===== src/rtl/psma_pkg.sv =====
package psma_pkg;

    localparam int DEF_SLOTS  = 16;
    localparam int DEF_WINDOW = 5;

    // quotient bits resolved per divider cycle
    localparam int DIV_STEP_BITS = 4;

    localparam logic signed [15:0] LOW_RESET  = 16'sh8000;
    localparam logic signed [15:0] HIGH_RESET = 16'sh7FFF;

    localparam logic [1:0] CMD_MAP   = 2'd0;
    localparam logic [1:0] CMD_READ  = 2'd1;
    localparam logic [1:0] CMD_QUERY = 2'd2;

    localparam logic [2:0] ST_OK      = 3'd0;
    localparam logic [2:0] ST_FILLING = 3'd1;
    localparam logic [2:0] ST_COLD    = 3'd2;
    localparam logic [2:0] ST_HOT     = 3'd3;
    localparam logic [2:0] ST_UNKNOWN = 3'd4;
    localparam logic [2:0] ST_FULL    = 3'd5;
    localparam logic [2:0] ST_MAPPED  = 3'd6;

    localparam logic CFG_LOW  = 1'b0;
    localparam logic CFG_HIGH = 1'b1;

    typedef struct packed {
        logic [1:0]         command;
        logic [15:0]        sensor;
        logic [15:0]        room_id;
        logic signed [15:0] reading;
        logic [31:0]        stamp;
    } t_item;

    // lookup result carried down the row of entries
    typedef struct packed {
        logic               found;
        logic [15:0]        room;
        logic signed [15:0] avg;
        logic [31:0]        stamp;
    } t_link;

    typedef struct packed {
        logic map_wr;
        logic read_wr;
        logic avg_wr;
    } t_cell_ctl;

endpackage


===== src/rtl/psma_div.sv =====
module psma_div #(
    parameter int WINDOW_LEN = psma_pkg::DEF_WINDOW,
    localparam int SUM_W    = 17 + $clog2(WINDOW_LEN),
    localparam int FILL_W   = $clog2(WINDOW_LEN + 1),
    localparam int STEP_W   = psma_pkg::DIV_STEP_BITS,
    localparam int DIV_ITER = (SUM_W + STEP_W - 1) / STEP_W,
    localparam int PAD_W    = DIV_ITER * STEP_W,
    localparam int CNT_W    = $clog2(DIV_ITER + 1)
) (
    input  logic                     i_clk,
    input  logic                     i_rst_n,
    input  logic                     i_start,
    input  logic signed [SUM_W-1:0]  i_sum,
    input  logic [FILL_W-1:0]        i_fill,
    output logic                     o_done,
    output logic signed [15:0]       o_quot
);

    logic                r_busy;
    logic                r_done;
    logic [CNT_W-1:0]    r_cnt;
    logic [PAD_W-1:0]    r_dvd;
    logic [FILL_W-1:0]   r_rem;
    logic [FILL_W-1:0]   r_den;
    logic                r_neg;

    logic                w_neg;
    logic [SUM_W-1:0]    w_mag;
    logic [SUM_W-1:0]    w_num;
    logic [PAD_W-1:0]    n_dvd;
    logic [FILL_W-1:0]   n_rem;
    logic signed [15:0]  w_q;

    // round half away from zero: divide |sum| + n/2, then restore the sign
    always_comb begin
        w_neg = i_sum[SUM_W-1];
        w_mag = w_neg ? SUM_W'(-i_sum) : SUM_W'(i_sum);
        w_num = w_mag + SUM_W'(i_fill >> 1);
    end

    // restoring division, STEP_W quotient bits per cycle
    always_comb begin
        logic [FILL_W:0] t;
        n_dvd = r_dvd;
        n_rem = r_rem;
        for (int k = 0; k < STEP_W; k++) begin
            t     = {n_rem, n_dvd[PAD_W-1]};
            n_dvd = {n_dvd[PAD_W-2:0], 1'b0};
            if (t >= {1'b0, r_den}) begin
                n_rem    = FILL_W'(t - {1'b0, r_den});
                n_dvd[0] = 1'b1;
            end else begin
                n_rem = t[FILL_W-1:0];
            end
        end
    end

    always_ff @(posedge i_clk) begin
        if (!i_rst_n) begin
            r_busy <= 1'b0;
            r_done <= 1'b0;
            r_cnt  <= '0;
        end else begin
            r_done <= 1'b0;
            if (i_start) begin
                r_busy <= 1'b1;
                r_cnt  <= CNT_W'(DIV_ITER);
            end else if (r_busy) begin
                r_cnt <= r_cnt - 1'b1;
                if (r_cnt == CNT_W'(1)) begin
                    r_busy <= 1'b0;
                    r_done <= 1'b1;
                end
            end
        end
    end

    always_ff @(posedge i_clk) begin
        if (i_start) begin
            r_dvd <= PAD_W'(w_num);
            r_rem <= '0;
            r_den <= i_fill;
            r_neg <= w_neg;
        end else if (r_busy) begin
            r_dvd <= n_dvd;
            r_rem <= n_rem;
        end
    end

    assign w_q    = r_dvd[15:0];
    assign o_quot = r_neg ? -w_q : w_q;
    assign o_done = r_done;

endmodule


===== config.mk =====
export PLATFORM = sky130hd
export DESIGN_NAME = psma_div
export DESIGN_NICKNAME = d
export VERILOG_FILES = /design/src/rtl/psma_pkg.sv /design/src/rtl/psma_div.sv
export SDC_FILE = /design/constraint.sdc
export NUM_CORES = 1
export LEC_CHECK = 0
export BUFFER_PORTS_ARGS = -buffer_cell sky130_fd_sc_hd__buf_2
export CAP_MARGIN = 15
export CORE_MARGIN = 2
export CORE_UTILIZATION = 59
export DETAILED_ROUTE_END_ITERATION = 6
export GPL_TIMING_DRIVEN = 0
export PLACE_DENSITY = 0.92
export SLEW_MARGIN = 40
export SYNTH_ARGS = -nofsm -noshare
export SYNTH_HDL_FRONTEND = slang
export SYNTH_SLANG_ARGS = --single-unit

===== constraint.sdc =====
create_clock -name i_clk -period 5.9 [get_ports i_clk]
set_clock_uncertainty 0.05 [all_clocks]
set_input_delay 0.59 -clock i_clk [delete_from_list [all_inputs] [get_ports i_clk]]
set_output_delay 0.59 -clock i_clk [all_outputs]
set_load 0.005 [all_outputs]

# Yosys cells after proc, flatten, opt, wreduce, memory -nomap -nowiden
# Cells that the tools add are included.
dict set report totals {
  ff_bits 32
  in_bits 26
}
dict set report classes {
  n_bitwise 2
  eq_ne 1
  order_cmp 4
  mux 18
  reduce_logical 3
  n_addsub 8
}
# op count
set op_table {}
lappend op_table {{$mux W20} 3}
lappend op_table {{$add A20 B2 Y20} 1}
lappend op_table {{$neg A20 Y20} 1}
lappend op_table {{$mux W3} 6}
lappend op_table {{$ge A4 B3 Y1} 4}
lappend op_table {{$mux W16} 1}
lappend op_table {{$neg A16 Y16} 1}
lappend op_table {{$sub A3 B3 Y3} 4}
lappend op_table {{$mux W1} 8}
lappend op_table {{$eq A3 B1 Y1 const B} 1}
lappend op_table {{$reduce_or A3 Y1} 1}
lappend op_table {{$sub A3 B1 Y3 const B} 1}
lappend op_table {{$not A1 Y1} 2}
lappend op_table {{$reduce_bool A2 Y1} 1}
lappend op_table {{$reduce_or A2 Y1} 1}

# Logic depth before layout (Yosys ltp)
# Gate-level depths: netlist of run 1.
dict set report logic_depth {
  ltp_word 10
  depth_mapped 26
  ltp_nobuf 25
}

# Least setup slack after synthesis of run 1
# No wires, ideal clock.
dict set report synth_path {
  path_kind {register to register}
  start {reg r_den[1]}
  end {reg r_dvd[0] (data pin)}
  path_slack_ns 0.666
  path_buffers 1
  stages_incl_launch_ff 23
  synth_period_minus_slack_ns 5.234
  required_ns 5.580
  setup_ns 0.270
  arrival_time_ns 4.914
  cell_sequence {edfxtp_1 -> inv_1 -> fa_1 -> and2_1 -> o31ai_1 -> inv_1 -> ha_1 -> a21bo_2 -> a21o_1 -> or2_2 -> clkbuf_1 -> a21oi_1 -> inv_1 -> fa_1 -> nand2_1 -> a21oi_1 -> o211ai_2 -> mux2i_1 -> ha_1 -> a21o_1 -> a21oi_1 -> and2_1 -> a21oi_1}
}
dict set report synth_via {
  elab_chain_cells 10
}
# item line
set synth_rtl {}
lappend synth_rtl {{start, declared} psma_div.sv:24} ;# logic [FILL_W-1:0] r_den;
lappend synth_rtl {{start signal, assigned} psma_div.sv:82} ;# r_den <= i_fill;
lappend synth_rtl {{$ge A4 B3 Y1 / $sub A3 B3 Y3 (equally long branches)} {psma_div.sv:49, psma_div.sv:50}}
lappend synth_rtl {{$mux W3} psma_div.sv:49} ;# if (t >= {1'b0, r_den}) begin
lappend synth_rtl {{$ge A4 B3 Y1 / $sub A3 B3 Y3 (equally long branches)} {psma_div.sv:49, psma_div.sv:50}}
lappend synth_rtl {{$mux W3} psma_div.sv:49}
lappend synth_rtl {{$ge A4 B3 Y1 / $sub A3 B3 Y3 (equally long branches)} {psma_div.sv:49, psma_div.sv:50}}
lappend synth_rtl {{$mux W3} psma_div.sv:49}
lappend synth_rtl {{$ge A4 B3 Y1 (*)} psma_div.sv:49}
lappend synth_rtl {{$mux W1 (*)} psma_div.sv:49}
lappend synth_rtl {{$mux W20 (*)} psma_div.sv:84} ;# end else if (r_busy) begin
lappend synth_rtl {{$mux W20 (*)} psma_div.sv:79} ;# if (i_start) begin
lappend synth_rtl {{end signal, assigned} psma_div.sv:80} ;# r_dvd <= PAD_W'(w_num);
lappend synth_rtl {{end signal, assigned} psma_div.sv:85} ;# r_dvd <= n_dvd;
lappend synth_rtl {{end, declared} psma_div.sv:22} ;# logic [PAD_W-1:0] r_dvd;
# Every way passes the cells marked *; elsewhere a longest branch is shown, timed or not. The select of a mux whose other input is x is not followed.
# A chain may end at the register's enable or synchronous reset.

# Worst setup path in the final report of run 1
dict set report layout_path {
  start {reg r_dvd[19]}
  end {reg r_dvd[0] (data pin)}
}
dict set report layout_via {
  elab_chain_cells 10
}
# item line
set layout_rtl {}
lappend layout_rtl {{$ge A4 B3 Y1 / $sub A3 B3 Y3 (equally long branches)} {psma_div.sv:49, psma_div.sv:50}}
lappend layout_rtl {{$mux W3 (*)} psma_div.sv:49}
lappend layout_rtl {{$ge A4 B3 Y1 / $sub A3 B3 Y3 (equally long branches)} {psma_div.sv:49, psma_div.sv:50}}
lappend layout_rtl {{$mux W3 (*)} psma_div.sv:49}
lappend layout_rtl {{$ge A4 B3 Y1 / $sub A3 B3 Y3 (equally long branches)} {psma_div.sv:49, psma_div.sv:50}}
lappend layout_rtl {{$mux W3 (*)} psma_div.sv:49}
lappend layout_rtl {{$ge A4 B3 Y1 (*)} psma_div.sv:49}
lappend layout_rtl {{$mux W1 (*)} psma_div.sv:49}
lappend layout_rtl {{$mux W20 (*)} psma_div.sv:84}
lappend layout_rtl {{$mux W20 (*)} psma_div.sv:79}
# Marked as above.

==> results of run 1 <==
[sequential cells by signal (all words and copies together) (netlist names)]
name / cells
o_done: 1
r_busy: 1
r_cnt: 3
r_den: 3
r_dvd: 20
r_neg: 1
r_rem: 3
[Yosys cell counts, types with 3 or more instances]
cell	count	area, µm²
and3_1	3	18.77
nand3_1	10	50.05
fa_1	5	100.1
edfxtp_1	24	720.7
xor2_1	14	122.6
o2111a_1	3	33.78
o31ai_1	10	75.07
a31oi_1	3	18.77
ha_1	18	225.2
mux2i_1	5	50.05
nand4_1	6	37.54
nand2b_1	9	56.30
a21boi_0	4	30.03
nor4b_1	3	26.28
nor2_1	17	63.81
o211ai_1	4	30.03
and2_1	4	25.02
nor2b_1	5	31.28
mux2_2	6	67.56
nand3b_1	3	22.52
nand2_1	31	116.4
o41ai_1	3	26.28
dfxtp_1	8	160.2
a211o_1	3	26.28
or2_2	3	18.77
or4_1	7	52.55
inv_1	24	90.09
a21o_1	5	37.54
o21ai_0	19	95.09
nor3_1	8	40.04
a21oi_1	11	55.05
xnor2_1	28	245.2
clkbuf_1	10	37.54
[worst max path at each step]
stage                to  slack, ns  depth (start not counted)
6_report       r_dvd[0]       0.24                         23
4_1_cts        r_dvd[0]       0.03                         24
3_3_place_gp   r_dvd[0]       0.18                         22
2_1_floorplan  r_dvd[0]       0.67                         22
3_5_place_dp   r_dvd[0]       0.04                         22
5_1_grt        r_dvd[0]       0.02                         23
[cells by family (layout without fill, tap and decap cells)]
logic type / after synthesis / in the layout / share of synthesized area, %
adder cells (fa/ha/maj): 23 / 23 / 10.26
AND/OR/NAND/NOR: 122 / 122 / 21.30
XOR/XNOR: 42 / 42 / 11.60
multiplexers: 12 / 12 / 4.181
buffers and inverters: 40 / 87 / 5.523
flip-flops: 32 / 32 / 27.77
AO/OA/AOI/OAI: 85 / 85 / 19.37
[metal layers]
layer | wire, µm | up-vias | track usage (%) | share of wire (%)
met1 | 3266 | 1399 | 32.84 | 41
met3 | 610 | 42 | 6.000 | 7.7
li1 | - | 1398 | - | -
met5 | 0 | - | 0 | 0
met2 | 3748 | 177 | 45.65 | 47
met4 | 321 | 0 | 11.96 | 4.0
[per-stage QoR]
step / hold WS, ns / setup slack (ns) / cell area (µm²)
final: 0.4196 / 0.2402 / 3593
after global routing: 0.4164 / 0.01735 / 3593
after CTS: 0.4201 / 0.03495 / 3563
after detailed placement: 0.4620 / 0.03864 / 3455
after global placement: 0.4432 / 0.1835 / 3455
after floorplan: 0.4383 / 0.6662 / 3172
[report_power, final]
group | total (mW) | switching, mW | internal [mW]
Combinational | 0.665 | 0.372 | 0.293
Clock | 0.190 | 0.0835 | 0.106
Sequential | 0.339 | 0.0442 | 0.295
Total | 1.19 | 0.500 | 0.695
[final cells by class]
type	instances	area (µm²)	share of cell area [%]
sequential	32	880.8	24.51
clock buffer	8	100.1	2.786
multi-input combinational	284	2151	59.85
tap	70	87.58	2.437
inverter	24	90.09	2.507
buffer	15	81.33	2.263
timing repair buffer	40	202.7	5.641
[repair_timing]
action	CTS	global route
hold endpoints to repair	0	0
gates cloned	0	0
setup buffers	0	1
resized for setup	2	5
endpoints found under the setup margin	1	4
==> results.py, run 1 <==
metrics = {
    "global_route": {
        "antenna_found_initial": 0,
        "grt_pass1_wl_um": 12920,
        "overflow": 0,
        "grt_pass1_vias": 2787,
        "grt_usage_pct": 27.01,
        "grt_max_degree": 21,
    },
    "power_and_ir_drop": {
        "p_total_mw": 1.194,
        "cellPowerDensity_nw_per_um2": 332.4,
        "irDropWorstVdd_mv": 0.1851,
        "p_leak_nw": 1.465,
    },
    "cells_and_area": {
        "insertedDiodeCount": 0,
        "num-nets-final": 451,
        "area_growth_pct": 13.29,
        "fillers": 408,
        "drive_gt1_share_pct": 19.85,
        "final_common_cell": "buf_2",
        "final_cells": 473,
        "fin_util_pct": 69.91,
        "final_cell_mix": "41 x buf_2, 30 x nand2_1, 28 x xnor2_1",
    },
    "status": {
        "status": "finished clean",
    },
    "critical_path": {
        "crit_chain": "inv_1 > ha_1 > inv_1 > fa_1 > a21o_1 > a21oi_2 > mux2i_2 > inv_1 > ha_1 > a21o_1 > or2_2 > a21oi_1 > ha_1 > nand2_1 > nand2_1 > a21oi_2 > o211ai_4 > mux2i_2 > fa_1 > a21o_1 > a21oi_2 > and2_1 > a21oi_1",
        "cpMaxStageDelayCell": "edfxtp_1",
        "path_class": "reg2reg",
        "r2r_cells": 23,
        "slowest_delay_ns": 0.45,
        "crit_buf_inv": 3,
        "worstSetupEndpointType": "register",
        "rr_startpoint": "r_dvd[19]",
        "rr_endpoint": "r_dvd[0]",
        "critPathLaunch": "r_dvd[19]",
        "cp_max_fo": 7,
        "cp_top_family": "compound AO/OA/AOI/OAI gates",
        "arrival_ns": 5.62,
        "startpoint_type": "register",
        "critPathRequiredTime_ns": 5.86,
        "rrSetupSlack_ns": 0.24,
    },
    "clocking": {
        "cts_tree": "yes",
        "cts_inserted_buffers": 5,
        "htreeDepth": 2,
        "postCtsHoldBufs": 0,
        "insertion_delay_ns": 0.30,
        "clkSinkCount": 32,
        "cts.path.max_buffers": 2,
        "clk_pin_slew_ns": 0.06,
        "cts_root_buffer": "clkbuf_8",
    },
    "place": {
        "portBuffers": 39,
        "hpwl_um": 5760,
        "globalplace.congestion": 0.8507,
        "place_inst": 465,
    },
    "synth": {
        "synth.ff_latch_count": 32,
        "ys.flop_type": "edfxtp_1",
        "ys_async_sr_fraction_pct": 0,
        "synth_area_um2": 3172,
        "ys_types": 65,
        "yosysSeqAreaShare_pct": 27.77,
        "netlist_instances": 356,
        "synth_edf_count": 24,
        "yosys_warnings": 0,
        "syn-mean-instance-area_um2": 8.910,
        "syn_nets": 405,
    },
    "floorplanning": {
        "initial_core_util_pct": 61.71,
        "die_x_um": 77.32,
        "die_h_um": 77.32,
        "num_rows": 26,
        "die_area_um2": 5978,
        "core_area_um2": 5140,
        "pin_count": 43,
    },
    "routing": {
        "drtIter0Drc": 400,
        "drc": 0,
        "detail-route-antenna-nets": 0,
        "drt-total-wl_um": 7948,
        "via_per_inst": 6.376,
        "via_count": 3016,
        "avgRoutedWirePerCell_um": 16.80,
        "dr.pass1.iters": 5,
    },
    "min_path": {
        "hp-start": "i_fill[0]",
        "hold_path_class": "in2reg",
        "min_to": "r_den[0]",
        "hold_depth": 1,
    },
    "sta": {
        "max-slew-margin-rel_pct": 58.76,
        "drv_slew": 0,
        "final-setup-viol-count": 0,
        "rsz0062_at_grt": "false",
        "fin_crit_ns": 5.660,
        "hold_viol": 0,
        "worstMarginPinSlew_ns": 0.6099,
        "fin_setup_tns_ns": 0,
        "min_period_over_period_pct": 95.93,
        "fmaxAchievable_ghz": 0.1767,
    },
    "run": {
        "drv_cap": 0,
    },
}
Power figures use the tool's default switching activity.
==> inputs of run 2 (changes only) <==
--- a/config.mk
+++ b/config.mk
@@ -7,7 +7,6 @@
 export LEC_CHECK = 0
 export BUFFER_PORTS_ARGS = -buffer_cell sky130_fd_sc_hd__buf_2
 export CAP_MARGIN = 15
-export CORE_MARGIN = 2
 export CORE_UTILIZATION = 59
 export DETAILED_ROUTE_END_ITERATION = 6
 export GPL_TIMING_DRIVEN = 0
==> run 2 against run 1 <==
Net effect: core utilization down 0.19 points; critical path type unchanged; via count down 0.96%; critical endpoint unchanged; setup slack better by 0.077 ns.
==> results.py, run 2 (synthesis results as in run 1) <==
metrics = {
    "clocking": {
        "cts_root_buffer": "clkbuf_8",
        "insertion_delay_ns": 0.29,
        "clk_pin_slew_ns": 0.07,
        "cts_inserted_buffers": 5,
        "htreeDepth": 2,
        "cts_tree": "yes",
        "cts.path.max_buffers": 2,
        "clkSinkCount": 32,
    },
    "global_route": {
        "grt_pass1_wl_um": 12560,
        "grt_pass1_vias": 2745,
        "antenna_found_initial": 0,
        "grt_usage_pct": 29.36,
        "overflow": 0,
        "grt_max_degree": 21,
    },
    "critical_path": {
        "startpoint_type": "register",
        "r2r_cells": 23,
        "critPathLaunch": "r_dvd[19]",
        "critPathRequiredTime_ns": 5.87,
        "crit_chain": "inv_1 > ha_1 > inv_1 > fa_1 > a21o_1 > a21oi_2 > mux2i_2 > inv_1 > ha_1 > a21o_1 > or2_2 > a21oi_1 > inv_1 > fa_1 > nand2_1 > a21oi_2 > o211ai_2 > mux2i_2 > ha_1 > a21o_1 > a21oi_2 > and2_1 > a21oi_1",
        "cpMaxStageDelayCell": "edfxtp_1",
        "rrSetupSlack_ns": 0.32,
        "worstSetupEndpointType": "register",
        "rr_endpoint": "r_dvd[0]",
        "cp_max_fo": 7,
        "arrival_ns": 5.56,
        "path_class": "reg2reg",
        "slowest_delay_ns": 0.46,
        "crit_path_frequent_cell": "inv_1",
        "rr_startpoint": "r_dvd[19]",
    },
    "sta": {
        "drv_slew": 0,
        "fin_crit_ns": 5.583,
        "fin_setup_tns_ns": 0,
        "hold_viol": 0,
        "rsz0062_at_grt": "false",
        "final-setup-viol-count": 0,
        "worstMarginPinSlew_ns": 0.7931,
        "min_period_over_period_pct": 94.62,
        "max-slew-margin-rel_pct": 47.00,
        "fmaxAchievable_ghz": 0.1791,
    },
    "routing": {
        "drc": 0,
        "drt-total-wl_um": 7739,
        "dr.pass1.iters": 5,
        "via_per_inst": 6.315,
        "drtIter0Drc": 263,
        "avgRoutedWirePerCell_um": 16.36,
        "via_count": 2987,
        "detail-route-antenna-nets": 0,
    },
    "power_and_ir_drop": {
        "p_seq_share_pct": 28.9,
        "p_clk_share_pct": 14.9,
        "cellPowerDensity_nw_per_um2": 329.0,
        "switching_power_mw": 0.4995,
        "p_total_mw": 1.179,
        "power_frac_comb_pct": 56.2,
        "switching_share_pct": 42.36,
        "irDropWorstVdd_mv": 0.1566,
        "p_leak_nw": 1.465,
        "p_int_mw": 0.6796,
    },
    "place": {
        "hpwl_um": 5882,
        "placed_cell_area_um2": 3455,
        "portBuffers": 39,
        "globalplace.congestion": 0.8784,
    },
    "cells_and_area": {
        "area_growth_pct": 12.98,
        "insertedDiodeCount": 0,
        "final_cell_mix": "41 x buf_2, 31 x nand2_1, 28 x xnor2_1",
        "fillers": 428,
        "final_cell_area_um2": 3583,
        "num-nets-final": 451,
        "largest_reg_flops": 20,
        "drive_gt1_share_pct": 19.85,
        "final_common_cell": "buf_2",
        "regMostFlops": "r_dvd",
    },
    "floorplanning": {
        "initial_core_util_pct": 61.71,
        "core_area_um2": 5140,
        "num_rows": 26,
        "die_x_um": 75.32,
        "die_area_um2": 5673,
        "pin_count": 43,
        "die_h_um": 75.32,
    },
    "status": {
        "status": "finished clean",
    },
    "run": {
        "drv_cap": 0,
    },
    "min_path": {
        "hold_path_class": "in2reg",
        "hp-start": "i_fill[0]",
        "min_to": "r_den[0]",
        "hold_depth": 1,
    },
}
-- run 2: cell count changes in the layout (fill, tap and decap cells not counted), sizes merged --
cell / delta
clkinv: +2
clkbuf: -2
-- run 2: cell type report --
type                    instances  area [µm²]  area share [%]
inverters                      24       90.09           2.514
plain buffers                  15       81.33           2.270
clock buffers                   6       82.58           2.304
clock inverters                 2       10.01          0.2793
well taps                      70       87.58           2.444
repair buffers                 40       202.7           5.656
flip-flops and latches         32       880.8           24.58
multi-input cells             284        2148           59.95
-- run 2: through the flow --
stage               hold WS [ns]  util [%]  setup slack, ns  cells
global route              0.4291     69.72          0.05891    473
floorplan                 0.4383         -           0.6662    356
finish                    0.4222     69.72           0.3172    473
global placement          0.4433     67.21           0.1656    465
CTS                       0.4199     69.26          0.09079    473
detailed placement        0.4641     67.21          0.02238    465
-- run 2: worst max path at each step --
stage | to | cells after the start | slack [ns]
5_1_grt | r_dvd[0] | 23 | 0.06
2_1_floorplan | r_dvd[0] | 22 | 0.67
3_5_place_dp | r_dvd[0] | 22 | 0.02
6_report | r_dvd[0] | 23 | 0.32
4_1_cts | r_dvd[0] | 22 | 0.09
3_3_place_gp | r_dvd[0] | 22 | 0.17
-- run 2: worst max-delay path, delay by kind of cell (launching register included) --
kind            cells  cell delay (ns)
flops               1             0.46
mux                 2             0.67
compound gates      9             1.55
buf+inv             4             0.32
simple gates        3             0.68
fa+ha+maj           5             1.58
-- run 2: power groups by stage --
stage          registers (mW)  logic [mW]  clock network [mW]
2_1_floorplan           0.327       0.449                   0
3_3_place_gp            0.339       0.565                   0
3_5_place_dp            0.342       0.598                   0
4_1_cts                 0.339       0.615               0.176
5_1_grt                 0.346       0.732               0.185
6_report                0.341       0.663               0.175
-- run 2: routing by layer --
metal  global-route usage [%]  vias to the layer above  share of wire, %
met5                        0                        -                 0
met4                    13.58                        0               3.9
met3                    4.894                       33               6.5
met2                    48.12                      164                47
met1                    38.18                     1389                43
li1                         -                     1401                 -
-- run 2: repair_timing --
item,CTS,global route
setup endpoints to repair,1,4
resized for setup,3,5
hold buffers,0,0
endpoints found under the hold margin,0,0
buffers inserted,0,1
