--- src/rtl/psma_pkg.sv ---
package psma_pkg;

    localparam int DEF_SLOTS  = 16;
    localparam int DEF_WINDOW = 5;

    // quotient bits resolved per divider cycle
    localparam int DIV_STEP_BITS = 4;

    localparam logic signed [15:0] LOW_RESET  = 16'sh8000;
    localparam logic signed [15:0] HIGH_RESET = 16'sh7FFF;

    localparam logic [1:0] CMD_MAP   = 2'd0;
    localparam logic [1:0] CMD_READ  = 2'd1;
    localparam logic [1:0] CMD_QUERY = 2'd2;

    localparam logic [2:0] ST_OK      = 3'd0;
    localparam logic [2:0] ST_FILLING = 3'd1;
    localparam logic [2:0] ST_COLD    = 3'd2;
    localparam logic [2:0] ST_HOT     = 3'd3;
    localparam logic [2:0] ST_UNKNOWN = 3'd4;
    localparam logic [2:0] ST_FULL    = 3'd5;
    localparam logic [2:0] ST_MAPPED  = 3'd6;

    localparam logic CFG_LOW  = 1'b0;
    localparam logic CFG_HIGH = 1'b1;

    typedef struct packed {
        logic [1:0]         command;
        logic [15:0]        sensor;
        logic [15:0]        room_id;
        logic signed [15:0] reading;
        logic [31:0]        stamp;
    } t_item;

    // lookup result carried down the row of entries
    typedef struct packed {
        logic               found;
        logic [15:0]        room;
        logic signed [15:0] avg;
        logic [31:0]        stamp;
    } t_link;

    typedef struct packed {
        logic map_wr;
        logic read_wr;
        logic avg_wr;
    } t_cell_ctl;

endpackage

--- src/rtl/psma_cell.sv ---
module psma_cell #(
    parameter int WINDOW_LEN = psma_pkg::DEF_WINDOW,
    localparam int SUM_W  = 17 + $clog2(WINDOW_LEN),
    localparam int FILL_W = $clog2(WINDOW_LEN + 1)
) (
    input  logic                      i_clk,
    input  logic                      i_live,
    input  psma_pkg::t_item           i_key,
    input  psma_pkg::t_cell_ctl       i_ctl,
    input  logic signed [15:0]        i_avg,
    input  psma_pkg::t_link           i_link,
    input  logic signed [SUM_W-1:0]   i_sum,
    input  logic [FILL_W-1:0]         i_fill,
    output psma_pkg::t_link           o_link,
    output logic signed [SUM_W-1:0]   o_sum,
    output logic [FILL_W-1:0]         o_fill,
    output logic                      o_hit
);

    logic [15:0]              r_id;
    logic [15:0]              r_room;
    logic signed [15:0]       r_avg;
    logic [31:0]              r_time;
    logic [FILL_W-1:0]        r_fill;
    logic signed [SUM_W-1:0]  r_sum;
    logic signed [15:0]       r_win [WINDOW_LEN];

    logic                     w_full;
    logic signed [SUM_W-1:0]  w_val;
    logic signed [SUM_W-1:0]  w_drop;
    logic signed [SUM_W-1:0]  n_sum;
    logic [FILL_W-1:0]        n_fill;

    // running sum of the filled part of the window; oldest sample leaves once full
    always_comb begin
        w_full = (r_fill == FILL_W'(WINDOW_LEN));
        w_val  = {{(SUM_W-16){i_key.reading[15]}}, i_key.reading};
        w_drop = w_full ? {{(SUM_W-16){r_win[0][15]}}, r_win[0]} : '0;
        n_sum  = r_sum + w_val - w_drop;
        n_fill = w_full ? r_fill : r_fill + 1'b1;
    end

    always_comb begin
        o_hit = !i_link.found && i_live && (r_id == i_key.sensor);
        if (o_hit) begin
            o_link.found = 1'b1;
            o_link.room  = r_room;
            o_link.avg   = r_avg;
            o_link.stamp = r_time;
            o_sum        = n_sum;
            o_fill       = n_fill;
        end else begin
            o_link = i_link;
            o_sum  = i_sum;
            o_fill = i_fill;
        end
    end

    always_ff @(posedge i_clk) begin
        if (i_ctl.map_wr) begin
            r_id   <= i_key.sensor;
            r_room <= i_key.room_id;
            r_avg  <= '0;
            r_time <= '0;
            r_fill <= '0;
            r_sum  <= '0;
        end else if (i_ctl.read_wr) begin
            r_time <= i_key.stamp;
            r_fill <= n_fill;
            r_sum  <= n_sum;
        end else if (i_ctl.avg_wr) begin
            r_avg <= i_avg;
        end
    end

    always_ff @(posedge i_clk) begin
        if (i_ctl.read_wr) begin
            for (int k = 0; k < WINDOW_LEN - 1; k++) begin
                r_win[k] <= r_win[k+1];
            end
            r_win[WINDOW_LEN-1] <= i_key.reading;
        end
    end

endmodule

--- config.mk ---
export PLATFORM = sky130hd
export DESIGN_NAME = psma_cell
export DESIGN_NICKNAME = d
export VERILOG_FILES = /design/src/rtl/psma_pkg.sv /design/src/rtl/psma_cell.sv
export SDC_FILE = /design/constraint.sdc
export NUM_CORES = 1
export LEC_CHECK = 0
export ABC_AREA = 1
export BUFFER_PORTS_ARGS = -buffer_cell sky130_fd_sc_hd__buf_2
export CORE_MARGIN = 4
export CORE_UTILIZATION = 50
export CTS_BUF_LIST = sky130_fd_sc_hd__clkbuf_4
export CTS_CLUSTER_SIZE = 8
export DETAILED_ROUTE_END_ITERATION = 8
export PLACE_DENSITY = 0.74
export SETUP_SLACK_MARGIN = 0.15
export SYNTH_ARGS = -nofsm -noshare
export SYNTH_HDL_FRONTEND = slang
export SYNTH_SLANG_ARGS = --single-unit
export TNS_END_PERCENT = 30
--- constraint.sdc ---
create_clock -name i_clk -period 6.05 [get_ports i_clk]
set_clock_uncertainty 0.15 [all_clocks]
set_input_delay 1.21 -clock i_clk [delete_from_list [all_inputs] [get_ports i_clk]]
set_output_delay 1.21 -clock i_clk [all_outputs]
set_load 0.02 [all_outputs]
After elaboration in Yosys (flattened, before gate mapping)
Memory sizes are Yosys's and may differ from the RTL's.
Index checks and enable logic that the tools add are counted.
{"block": "totals", "mem_bits_ro": 0, "inputBits": 191, "wordCells": 24, "regBits": 103, "mem_count": 1, "mem_bits_rw": 80, "latch_bits": 0, "output_inout_bits": 89}
{"name": "r_win", "words": 5, "width": 16, "rd": 5, "rd_clocked_by_memory_dff": 0, "wr": 5, "line": "psma_cell.sv:26", "rtl": "logic signed [15:0] r_win [WINDOW_LEN];"}
{"block": "classes", "add_sub_neg": 3, "n_div": 0, "magnitude_cmp": 0, "bitwise": 1, "n_reduce_logical": 4, "eq_ne": 2, "n_mul": 0, "shift": 0, "mux": 7}
{"operator": "65-bit two-way mux", "count": 1}
{"operator": "20-bit two-way mux", "count": 2}
{"operator": "20-bit by 16-bit adder with 20-bit output", "count": 1}
{"operator": "20-bit subtractor", "count": 1}
{"operator": "16-bit == test", "count": 1}
{"operator": "3-bit two-way mux", "count": 2}
{"operator": "3-bit by 1-bit adder with 3-bit output, second input constant", "count": 1}
{"operator": "3-bit == test, second input constant", "count": 1}
{"operator": "1-bit logical AND", "count": 2}
{"operator": "1-bit two-way mux", "count": 2}
{"operator": "2-bit AND reduction", "count": 1}
{"operator": "1-bit logical NOT", "count": 1}
{"operator": "1-bit NOT", "count": 1}

Depth between registers and ports, before layout
Gate-level depths: netlist of run 1.
{"block": "logic_depth", "depth_word": 4, "ltp_mapped": 20, "depth_no_buf": 19}

Least setup slack after synthesis of run 1
OpenSTA, ideal clock, no wires.
{"block": "synth_path", "kind": "in2out", "from": "input i_key[47] (netlist name)", "to": "output o_sum[19]", "arrival_ps": 3096, "setup_slack_ps": 1594, "path_buffers": 0, "path_stages": 14, "required_time_ps": 4690, "path_cell_list": "inv_1 fa_1 inv_1 ha_1 nand2_1 nor2_1 inv_1 nor2_1 nand3_1 nand3_1 nand2_1 nand2_1 nand2_1 nand2_1"}
{"block": "synth_between", "elab_chain_cells": 3}
{"element": "start: declaration", "line": "psma_cell.sv:8", "rtl": "input psma_pkg::t_item i_key,"}
{"element": "20-bit by 16-bit adder with 20-bit output", "line": "psma_cell.sv:39", "rtl": "n_sum = r_sum + w_val - w_drop;"}
{"element": "20-bit subtractor", "line": "psma_cell.sv:39"}
{"element": "20-bit two-way mux", "line": "psma_cell.sv:45", "rtl": "if (o_hit) begin"}
{"element": "end: declaration", "line": "psma_cell.sv:15", "rtl": "output logic signed [SUM_W-1:0] o_sum,"}
No other way between the ends.

Worst setup path in the final report of run 1
{"block": "layout_path", "from": "register r_fill[1]", "to": "output o_sum[17]"}
{"block": "layout_between", "elab_chain_cells": 4}
{"element": "start: declaration", "line": "psma_cell.sv:24", "rtl": "logic [FILL_W-1:0] r_fill;"}
{"element": "start signal: assignment", "line": "psma_cell.sv:69", "rtl": "r_fill <= n_fill;"}
{"element": "3-bit == test", "line": "psma_cell.sv:36", "rtl": "w_full = (r_fill == FILL_W'(WINDOW_LEN));"}
{"element": "20-bit two-way mux", "line": "psma_cell.sv:38", "rtl": "w_drop = w_full ? {{(SUM_W-16){r_win[0][15]}}, r_win[0]} : '0;"}
{"element": "20-bit subtractor", "line": "psma_cell.sv:39"}
{"element": "20-bit two-way mux", "line": "psma_cell.sv:45"}
No other way between the ends.

==> impl_summary.log, run 1 <==
INFO  metric result_of_the_run = finished, final reports clean
INFO  metric num_rows = 49
INFO  metric avgSynthCellArea = 8.026 um^2
INFO  metric drt_pass1_iterations = 5
INFO  metric later_pin_clock_latency_in_the_skew_report = 0.57 ns
INFO  metric die_w = 144.9 um
INFO  metric critPathLaunchType = flip-flop
INFO  metric power_report.internal_total = 2.149 mW
INFO  metric synth_top_area_frac = 0.3588
INFO  metric sequential_fraction_of_the_synthesis_area = 0.5104
INFO  metric postCtsResizedCells = 0
INFO  metric post-route-drc-count = 0
INFO  metric initialDrtViolationCount = 466
INFO  metric totalWireLength = 22.56 mm
INFO  metric clkSlewWorstSetupHoldPaths = 0.16 ns
INFO  metric synth.ff_latch_count = 183
INFO  metric detail_route.vias_per_cell = 4.807
INFO  metric max_cap_viol_count = 0
INFO  metric timing.setup.tns = 0 ns
INFO  metric global_route.usage.total = 0.2137
INFO  metric static_leak = 5.910 nW
INFO  metric post-synth-top-area-cell = sky130_fd_sc_hd__edfxtp_1
INFO  metric design_area = 11240 um^2
INFO  metric power.switching_fraction = 0.3274
INFO  metric finalPower = 3.195 mW
INFO  metric core_area = 18210 um^2
INFO  metric share_seq_of_total_power = 0.459
INFO  metric synth.net_count = 1401
INFO  metric setup_viol_count_final = 0
INFO  metric holdBufCountCts = 0
INFO  metric h-tree-depth = 4
INFO  metric synthMostInstantiatedCell = sky130_fd_sc_hd__nand2_1
INFO  metric finalHoldViolations = 0
INFO  metric ctsRootBufferMaster = sky130_fd_sc_hd__clkbuf_4
INFO  metric antenna_left = 0
INFO  metric async_flop_share = 0
INFO  metric critical_path_class = flip-flop to output port
INFO  metric synth-edff-count = 112
INFO  metric min_from = r_win[0][57]
INFO  metric tritoncts = built
INFO  metric grt_first_pass_wirelength = 36.89 mm
INFO  metric end_kind = output port
INFO  metric arrival = 3.98 ns
INFO  metric floorplan_die_height = 144.9 um
INFO  metric power.share.combinational = 0.293
INFO  metric crit_path_start = r_fill[1]
INFO  metric normalized_max_slew_margin = 0.1834
INFO  metric timing_max_transition_violations_final = 0
INFO  metric irDropWorstVdd = 0.2399 mV
INFO  metric post_synth_inst_count = 1168
INFO  metric initial_standard_cell_utilization_of_the_core = 0.5148
INFO  metric power_frac_clock = 0.248
INFO  metric r2r_start = r_fill[1]
INFO  metric syn_area = 9374 um^2
INFO  metric hpwlAfterDp = 16.65 mm
INFO  metric path_max_fanout = 10
INFO  metric placed_area = 10890 um^2
INFO  metric routedWlPerCell = 13.47 um
INFO  metric tritoncts.num_buffers = 17
INFO  metric fin_nets = 1664
INFO  metric antenna_found_initial = 2
INFO  metric cts.repair_timing.setup_buffer_count = 0
INFO  metric min_path_type = flip-flop to flip-flop
INFO  metric area_growth = 19.89%
INFO  metric global_route.overflow_total = 0
INFO  metric clkSinkCount = 183
INFO  metric cellPowerDensity = 284.3 nW/um^2
INFO  metric setup.reg_to_reg.worst_slack = 2.58 ns
INFO  metric timing.final.crit_period = 5.339 ns
INFO  metric final_cycle_utilization_of_the_critical_path = 0.8824
INFO  metric floorplan.die_area = 21000 um^2
INFO  metric synth.top_cells.by_area = sky130_fd_sc_hd__edfxtp_1 36%, sky130_fd_sc_hd__nand2_1 16%, sky130_fd_sc_hd__dfxtp_1 15%, sky130_fd_sc_hd__inv_1 6.8%, sky130_fd_sc_hd__nor2_1 6.0%
INFO  metric synth_cell_types = 25
INFO  metric clock.fmax = 187.3 MHz
INFO  metric grt_start_max_net_pins = 83
INFO  metric io_buffers = 277
INFO  metric cp.required = 4.69 ns
INFO  metric post_route_cells_drive_above_1_share = 0.2230
INFO  metric grt_pass1_vias = 7620
INFO  metric timing_worst_slew_pin_value = 1.225 ns
INFO  metric yosys-top-cells-count = 407 x sky130_fd_sc_hd__nand2_1, 170 x sky130_fd_sc_hd__inv_1, 151 x sky130_fd_sc_hd__nor2_1, 112 x sky130_fd_sc_hd__edfxtp_1, 71 x sky130_fd_sc_hd__dfxtp_1
INFO  metric yosys_most_used_dff = sky130_fd_sc_hd__edfxtp_1
INFO  metric routed-via-count = 8051
INFO  metric place.gp.congestion = 0.9156
INFO  metric grt_setup_unrepaired = false
INFO  metric clock_path_buffers = 2
INFO  metric io_pins = 280
INFO  metric switchingPower = 1.046 mW
INFO  metric synthesis_warning_total = 0
INFO  metric layout.filler_cells = 1654
-- final timing paths --
kind,cells after the start,to
hold reg to reg,0,r_win[0][41]
setup reg to reg,18,r_sum[17]
hold / removal,0,r_win[0][41]
setup / recovery,18,o_sum[17]
-- cells by family (layout without fill, tap and decap cells) --
family                     after synthesis  in the layout  synth area share
AOI/OAI and AO/OA                      107            107           0.05806
xor gates and xnor gates                17             17           0.01588
buffers and inverters                  211            487           0.09210
adders and majority gates               42             42           0.07128
DFF                                    183            183            0.5104
and+or+nand+nor                        608            608            0.2523
other                                    0              2                 0
-- layout by cell type (no fill, tap or decap) --
master / instances
sky130_fd_sc_hd__nor3_1: 6
sky130_fd_sc_hd__edfxtp_1: 112
sky130_fd_sc_hd__fa_1: 19
sky130_fd_sc_hd__o22ai_1: 1
sky130_fd_sc_hd__o21bai_1: 3
sky130_fd_sc_hd__nand3_1: 30
sky130_fd_sc_hd__inv_4: 2
sky130_fd_sc_hd__o21ai_0: 67
sky130_fd_sc_hd__nand2_1: 407
sky130_fd_sc_hd__nor2_1: 150
sky130_fd_sc_hd__buf_2: 276
sky130_fd_sc_hd__o21ai_1: 1
sky130_fd_sc_hd__clkbuf_4: 19
sky130_fd_sc_hd__ha_1: 23
sky130_fd_sc_hd__xor2_1: 15
sky130_fd_sc_hd__inv_6: 1
sky130_fd_sc_hd__xnor2_1: 2
sky130_fd_sc_hd__inv_8: 1
sky130_fd_sc_hd__inv_1: 171
sky130_fd_sc_hd__a21oi_1: 35
sky130_fd_sc_hd__and2_1: 3
sky130_fd_sc_hd__dfxtp_1: 71
sky130_fd_sc_hd__nor2_4: 1
sky130_fd_sc_hd__clkinv_4: 1
sky130_fd_sc_hd__nor3b_1: 2
sky130_fd_sc_hd__inv_2: 3
sky130_fd_sc_hd__or2_2: 5
sky130_fd_sc_hd__diode_2: 2
sky130_fd_sc_hd__nand4_1: 4
sky130_fd_sc_hd__buf_4: 8
sky130_fd_sc_hd__bufinv_16: 5
-- final cells by class --
type / instances / area [um^2] / share of cell area
inverters: 171 / 641.9 / 0.05711
multi-input cells: 774 / 3734 / 0.3322
well taps: 229 / 286.5 / 0.02550
clock inverters: 13 / 202.7 / 0.01804
flip-flops and latches: 183 / 4785 / 0.4257
diodes: 2 / 5.005 / 0.0004453
clock buffers: 19 / 142.6 / 0.01269
repair buffers: 284 / 1441 / 0.1283
-- through the flow --
stage / std cells / hold slack [ns] / util / setup WS (ns)
after floorplan: 1168 / 0.2503 / - / 1.594
final: 1675 / 0.2756 / 0.6172 / 0.7112
after global placement: 1641 / 0.2504 / 0.5980 / 1.161
after detailed placement: 1641 / 0.2545 / 0.5980 / 1.142
after CTS: 1673 / 0.2851 / 0.6169 / 0.6747
after global routing: 1675 / 0.2901 / 0.6172 / 0.3045
-- state kept, by name, indices dropped and copies added (netlist names) --
name    count
r_sum      20
r_win      80
r_room     16
r_id       16
r_time     32
r_avg      16
r_fill      3
-- critical path, stage by stage (launching register included) --
cell                      delay (ns)
sky130_fd_sc_hd__dfxtp_1        0.38
sky130_fd_sc_hd__inv_1          0.06
sky130_fd_sc_hd__ha_1           0.17
sky130_fd_sc_hd__nand2_1        0.32
sky130_fd_sc_hd__buf_4          0.28
sky130_fd_sc_hd__nor2_1         0.09
sky130_fd_sc_hd__fa_1           0.48
sky130_fd_sc_hd__inv_1          0.05
sky130_fd_sc_hd__ha_1           0.34
sky130_fd_sc_hd__nand2_1        0.13
sky130_fd_sc_hd__inv_1          0.06
sky130_fd_sc_hd__a21oi_1        0.24
sky130_fd_sc_hd__nand3_1        0.18
sky130_fd_sc_hd__nand2_1        0.12
sky130_fd_sc_hd__nand3_1        0.09
sky130_fd_sc_hd__nand2_1        0.09
sky130_fd_sc_hd__nand2_1        0.08
sky130_fd_sc_hd__nand2_1        0.10
sky130_fd_sc_hd__buf_2          0.16
-- power by group through the flow --
stage | registers, mW | clock network [mW] | logic (mW)
floorplan | 1.49 | 0 | 0.664
global placement | 1.49 | 0 | 0.911
detailed placement | 1.50 | 0 | 0.931
CTS | 1.47 | 0.820 | 0.938
global route | 1.48 | 0.870 | 1.08
finish | 1.47 | 0.794 | 0.935
-- metal layers --
metal / vias up / share of wire / track usage
met5: - / 0 / 0
met4: 0 / 0.018 / 0.05558
met3: 31 / 0.057 / 0.04677
met2: 222 / 0.48 / 0.3580
met1: 3658 / 0.45 / 0.2845
li1: 4140 / - / -
(Power assumes the default switching activity.)
==> inputs of run 2 (changes only) <==
Settings changed: SLEW_MARGIN set to 20.
Clock period 6.05 ns to 6.55 ns, I/O delays scaled along.
==> run 2 against run 1 <==
Against the previous run: register-to-register slack improved by 0.40 ns; hold slack improved by 0.0047 ns; sequential share of layout area rose by 0.39 points; via count increased by 0.67%; final area shrank 0.90%.
==> impl_summary.log, run 2 (synthesized netlist as in run 1, its figures left out) <==
INFO  metric layout.filler_cells = 1709 (+3.3%)
INFO  metric global_route.usage.total = 0.2187 (+0.004952)
INFO  metric cellPowerDensity = 249.7 nW/um^2 (-12%)
INFO  metric tritoncts = built
INFO  metric cts.repair_timing.setup_buffer_count = 0 (unchanged)
INFO  metric antenna_left = 0 (unchanged)
INFO  metric multi_input_comb_area = 3734 um^2 (unchanged)
INFO  metric final-seq-area = 4785 um^2 (unchanged)
INFO  metric place.gp.congestion = 0.8814 (-3.7%)
INFO  metric finalHoldViolations = 0 (unchanged)
INFO  metric initialDrtViolationCount = 602 (+29%)
INFO  metric grt_first_pass_wirelength = 37.72 mm (+2.3%)
INFO  metric clock.fmax = 179.0 MHz
INFO  metric setup.reg_to_reg.worst_slack = 2.98 ns (+0.40 ns)
INFO  metric arrival = 4.13 ns (+0.15 ns)
INFO  metric postCtsResizedCells = 0 (unchanged)
INFO  metric reg2reg_depth = 19 (+1)
INFO  metric later_pin_clock_latency_in_the_skew_report = 0.57 ns (about the same)
INFO  metric core_area = 18210 um^2 (unchanged)
INFO  metric max_cap_viol_count = 0 (unchanged)
INFO  metric largest_registers = r_win: 80 flops, r_time: 32 flops, r_sum: 20 flops
INFO  metric design_area = 11140 um^2 (-0.90%)
INFO  metric path_max_fanout = 11 (+1)
INFO  metric global_route.overflow_total = 0 (unchanged)
INFO  metric post-route-drc-count = 0 (unchanged)
INFO  metric cpMostUsedCell = sky130_fd_sc_hd__nand2_1
INFO  metric layout_commonest_cell = sky130_fd_sc_hd__nand2_1
INFO  metric drt_pass1_iterations = 5 (unchanged)
INFO  metric grt_pass1_vias = 7766 (+1.9%)
INFO  metric max_stage_delay = 0.50 ns (+0.02 ns)
INFO  metric layout_common_cells = 407 x sky130_fd_sc_hd__nand2_1, 276 x sky130_fd_sc_hd__buf_2, 169 x sky130_fd_sc_hd__inv_1
INFO  metric fin_nets = 1664 (unchanged)
INFO  metric static_leak = 5.848 nW (-1.0%)
INFO  metric holdBufCountCts = 0 (unchanged)
INFO  metric grt_start_max_net_pins = 83 (unchanged)
INFO  metric clkSinkCount = 183 (unchanged)
INFO  metric normalized_max_slew_margin = 0.4242 (+0.2408)
INFO  metric hold_path_depth = 0 (unchanged)
INFO  metric clock_path_buffers = 2 (unchanged)
INFO  metric end_kind = output port
INFO  metric met2_wirelength = 10.92 mm (+1.5%)
INFO  metric num_rows = 49 (unchanged)
INFO  metric cpMaxStageDelayCell = sky130_fd_sc_hd__fa_1
INFO  metric final_cycle_utilization_of_the_critical_path = 0.8528
INFO  metric routedWlPerCell = 13.64 um (+1.3%)
INFO  metric worst_setup_timing_slack_at_the_placement_stage = 1.426 ns (+0.2843 ns)
INFO  metric largest_reg_flops = 80 (unchanged)
INFO  metric detail_route.vias_per_cell = 4.833 (+0.55%)
INFO  metric floorplan_die_height = 144.9 um (unchanged)
INFO  metric initial_standard_cell_utilization_of_the_core = 0.5148 (unchanged)
INFO  metric registers.top_by_ff_count = r_win
INFO  metric result_of_the_run = finished, final reports clean
INFO  metric h-tree-depth = 4 (unchanged)
INFO  metric post-route-worst-setup-slack = 0.9643 ns (+0.2530 ns)
INFO  metric placed_area = 10890 um^2 (unchanged)
INFO  metric wirelength_met1 = 10.03 mm (-0.82%)
INFO  metric timing.final.crit_period = 5.586 ns
INFO  metric finalPower = 2.781 mW (-13%)
INFO  metric min_path_type = flip-flop to flip-flop
INFO  metric irDropWorstVdd = 0.2200 mV (-8.3%)
INFO  metric path_cells = inv_1, ha_1, nand2_1, buf_4, inv_1, nand2_1, inv_1, fa_1, inv_1, ha_1, nand2_1, nor2_1, inv_1, nor2_1, nand3_1, nand3_1, nand2_1, nand2_1, nand2_1, nand2_1, buf_2
INFO  metric highest_layer = met4
INFO  metric finalNonFillerCells = 1677 (+0.12%)
INFO  metric place.detailed.instances = 1641 (unchanged)
INFO  metric worstHoldEndpoint = r_win[0][0]
INFO  metric min_from = r_win[0][16]
INFO  metric timing.setup.tns = 0 ns (unchanged)
INFO  metric timing_max_transition_violations_final = 0 (unchanged)
INFO  metric floorplan.die_area = 21000 um^2 (unchanged)
INFO  metric hold-worst-slack = 0.2803 ns (+0.004668 ns)
INFO  metric critPathLaunchType = flip-flop
INFO  metric area_growth = 18.81%
INFO  metric die_w = 144.9 um (unchanged)
INFO  metric r2r_start = r_fill[1]
INFO  metric antenna_found_initial = 4 (+2)
INFO  metric wl_met3 = 1.433 mm (+12%)
INFO  metric totalWireLength = 22.87 mm (+1.4%)
INFO  metric setup_viol_count_final = 0 (unchanged)
INFO  metric critical_path_class = flip-flop to output port
INFO  metric routed-via-count = 8105 (+0.67%)
INFO  metric finish.utilization = 0.6116 (-0.005566)
INFO  metric tritoncts.num_buffers = 17 (unchanged)
INFO  metric ctsRootBufferMaster = sky130_fd_sc_hd__clkbuf_4
INFO  metric post_route_cells_drive_above_1_share = 0.2230 (unchanged)
INFO  metric clkSlewWorstSetupHoldPaths = 0.15 ns (about the same)
INFO  metric io_pins = 280 (unchanged)
INFO  metric worst_r2r_endpoint = r_sum[19]
INFO  metric timing_worst_slew_pin_value = 0.8637 ns (-0.3612 ns)
INFO  metric io_buffers = 277 (unchanged)
INFO  metric hpwlAfterDp = 16.90 mm (+1.5%)
INFO  metric cp.required = 5.09 ns (+0.40 ns)
INFO  metric grt_setup_unrepaired = false
## run 2: worst max-delay path: cells and delay by family (launching register included)
| kind | cells | cell delay, ns |
|---|---|---|
| fa+ha+maj | 3 | 1.02 |
| buf+inv | 7 | 0.78 |
| flops | 1 | 0.38 |
| simple gates | 11 | 1.38 |
## run 2: where the power goes
part	switching, mW	internal, mW	total [mW]
clock network	0.394	0.164	0.558
registers	0.0308	1.32	1.35
logic	0.558	0.310	0.868
## run 2: area by class of cell
class                           instances  share of cell area
Clock inverter                         13            0.008651
Multi-Input combinational cell        774              0.3352
Inverter                              171             0.05763
Sequential cell                       183              0.4296
Clock buffer                           19             0.01281
Tap cell                              229             0.02573
Antenna cell                            4           0.0008988
Timing Repair Buffer                  284              0.1294
## run 2: how the worst max path moves through the flow
stage	start	endpoint	cells after the start
finish	r_fill[1]	o_sum[19]	21
global route	r_fill[1]	o_sum[19]	21
CTS	r_fill[1]	o_sum[19]	21
detailed placement	i_key[47]	o_sum[19]	16
global placement	i_key[47]	o_sum[19]	16
floorplan	i_key[47]	o_sum[19]	14
## run 2: metal layers
metal  up-vias  global-route usage
li1       4145                   -
met1      3684              0.2887
met2       245              0.3617
met3        31             0.04241
met4         0             0.08029
met5         -                   0
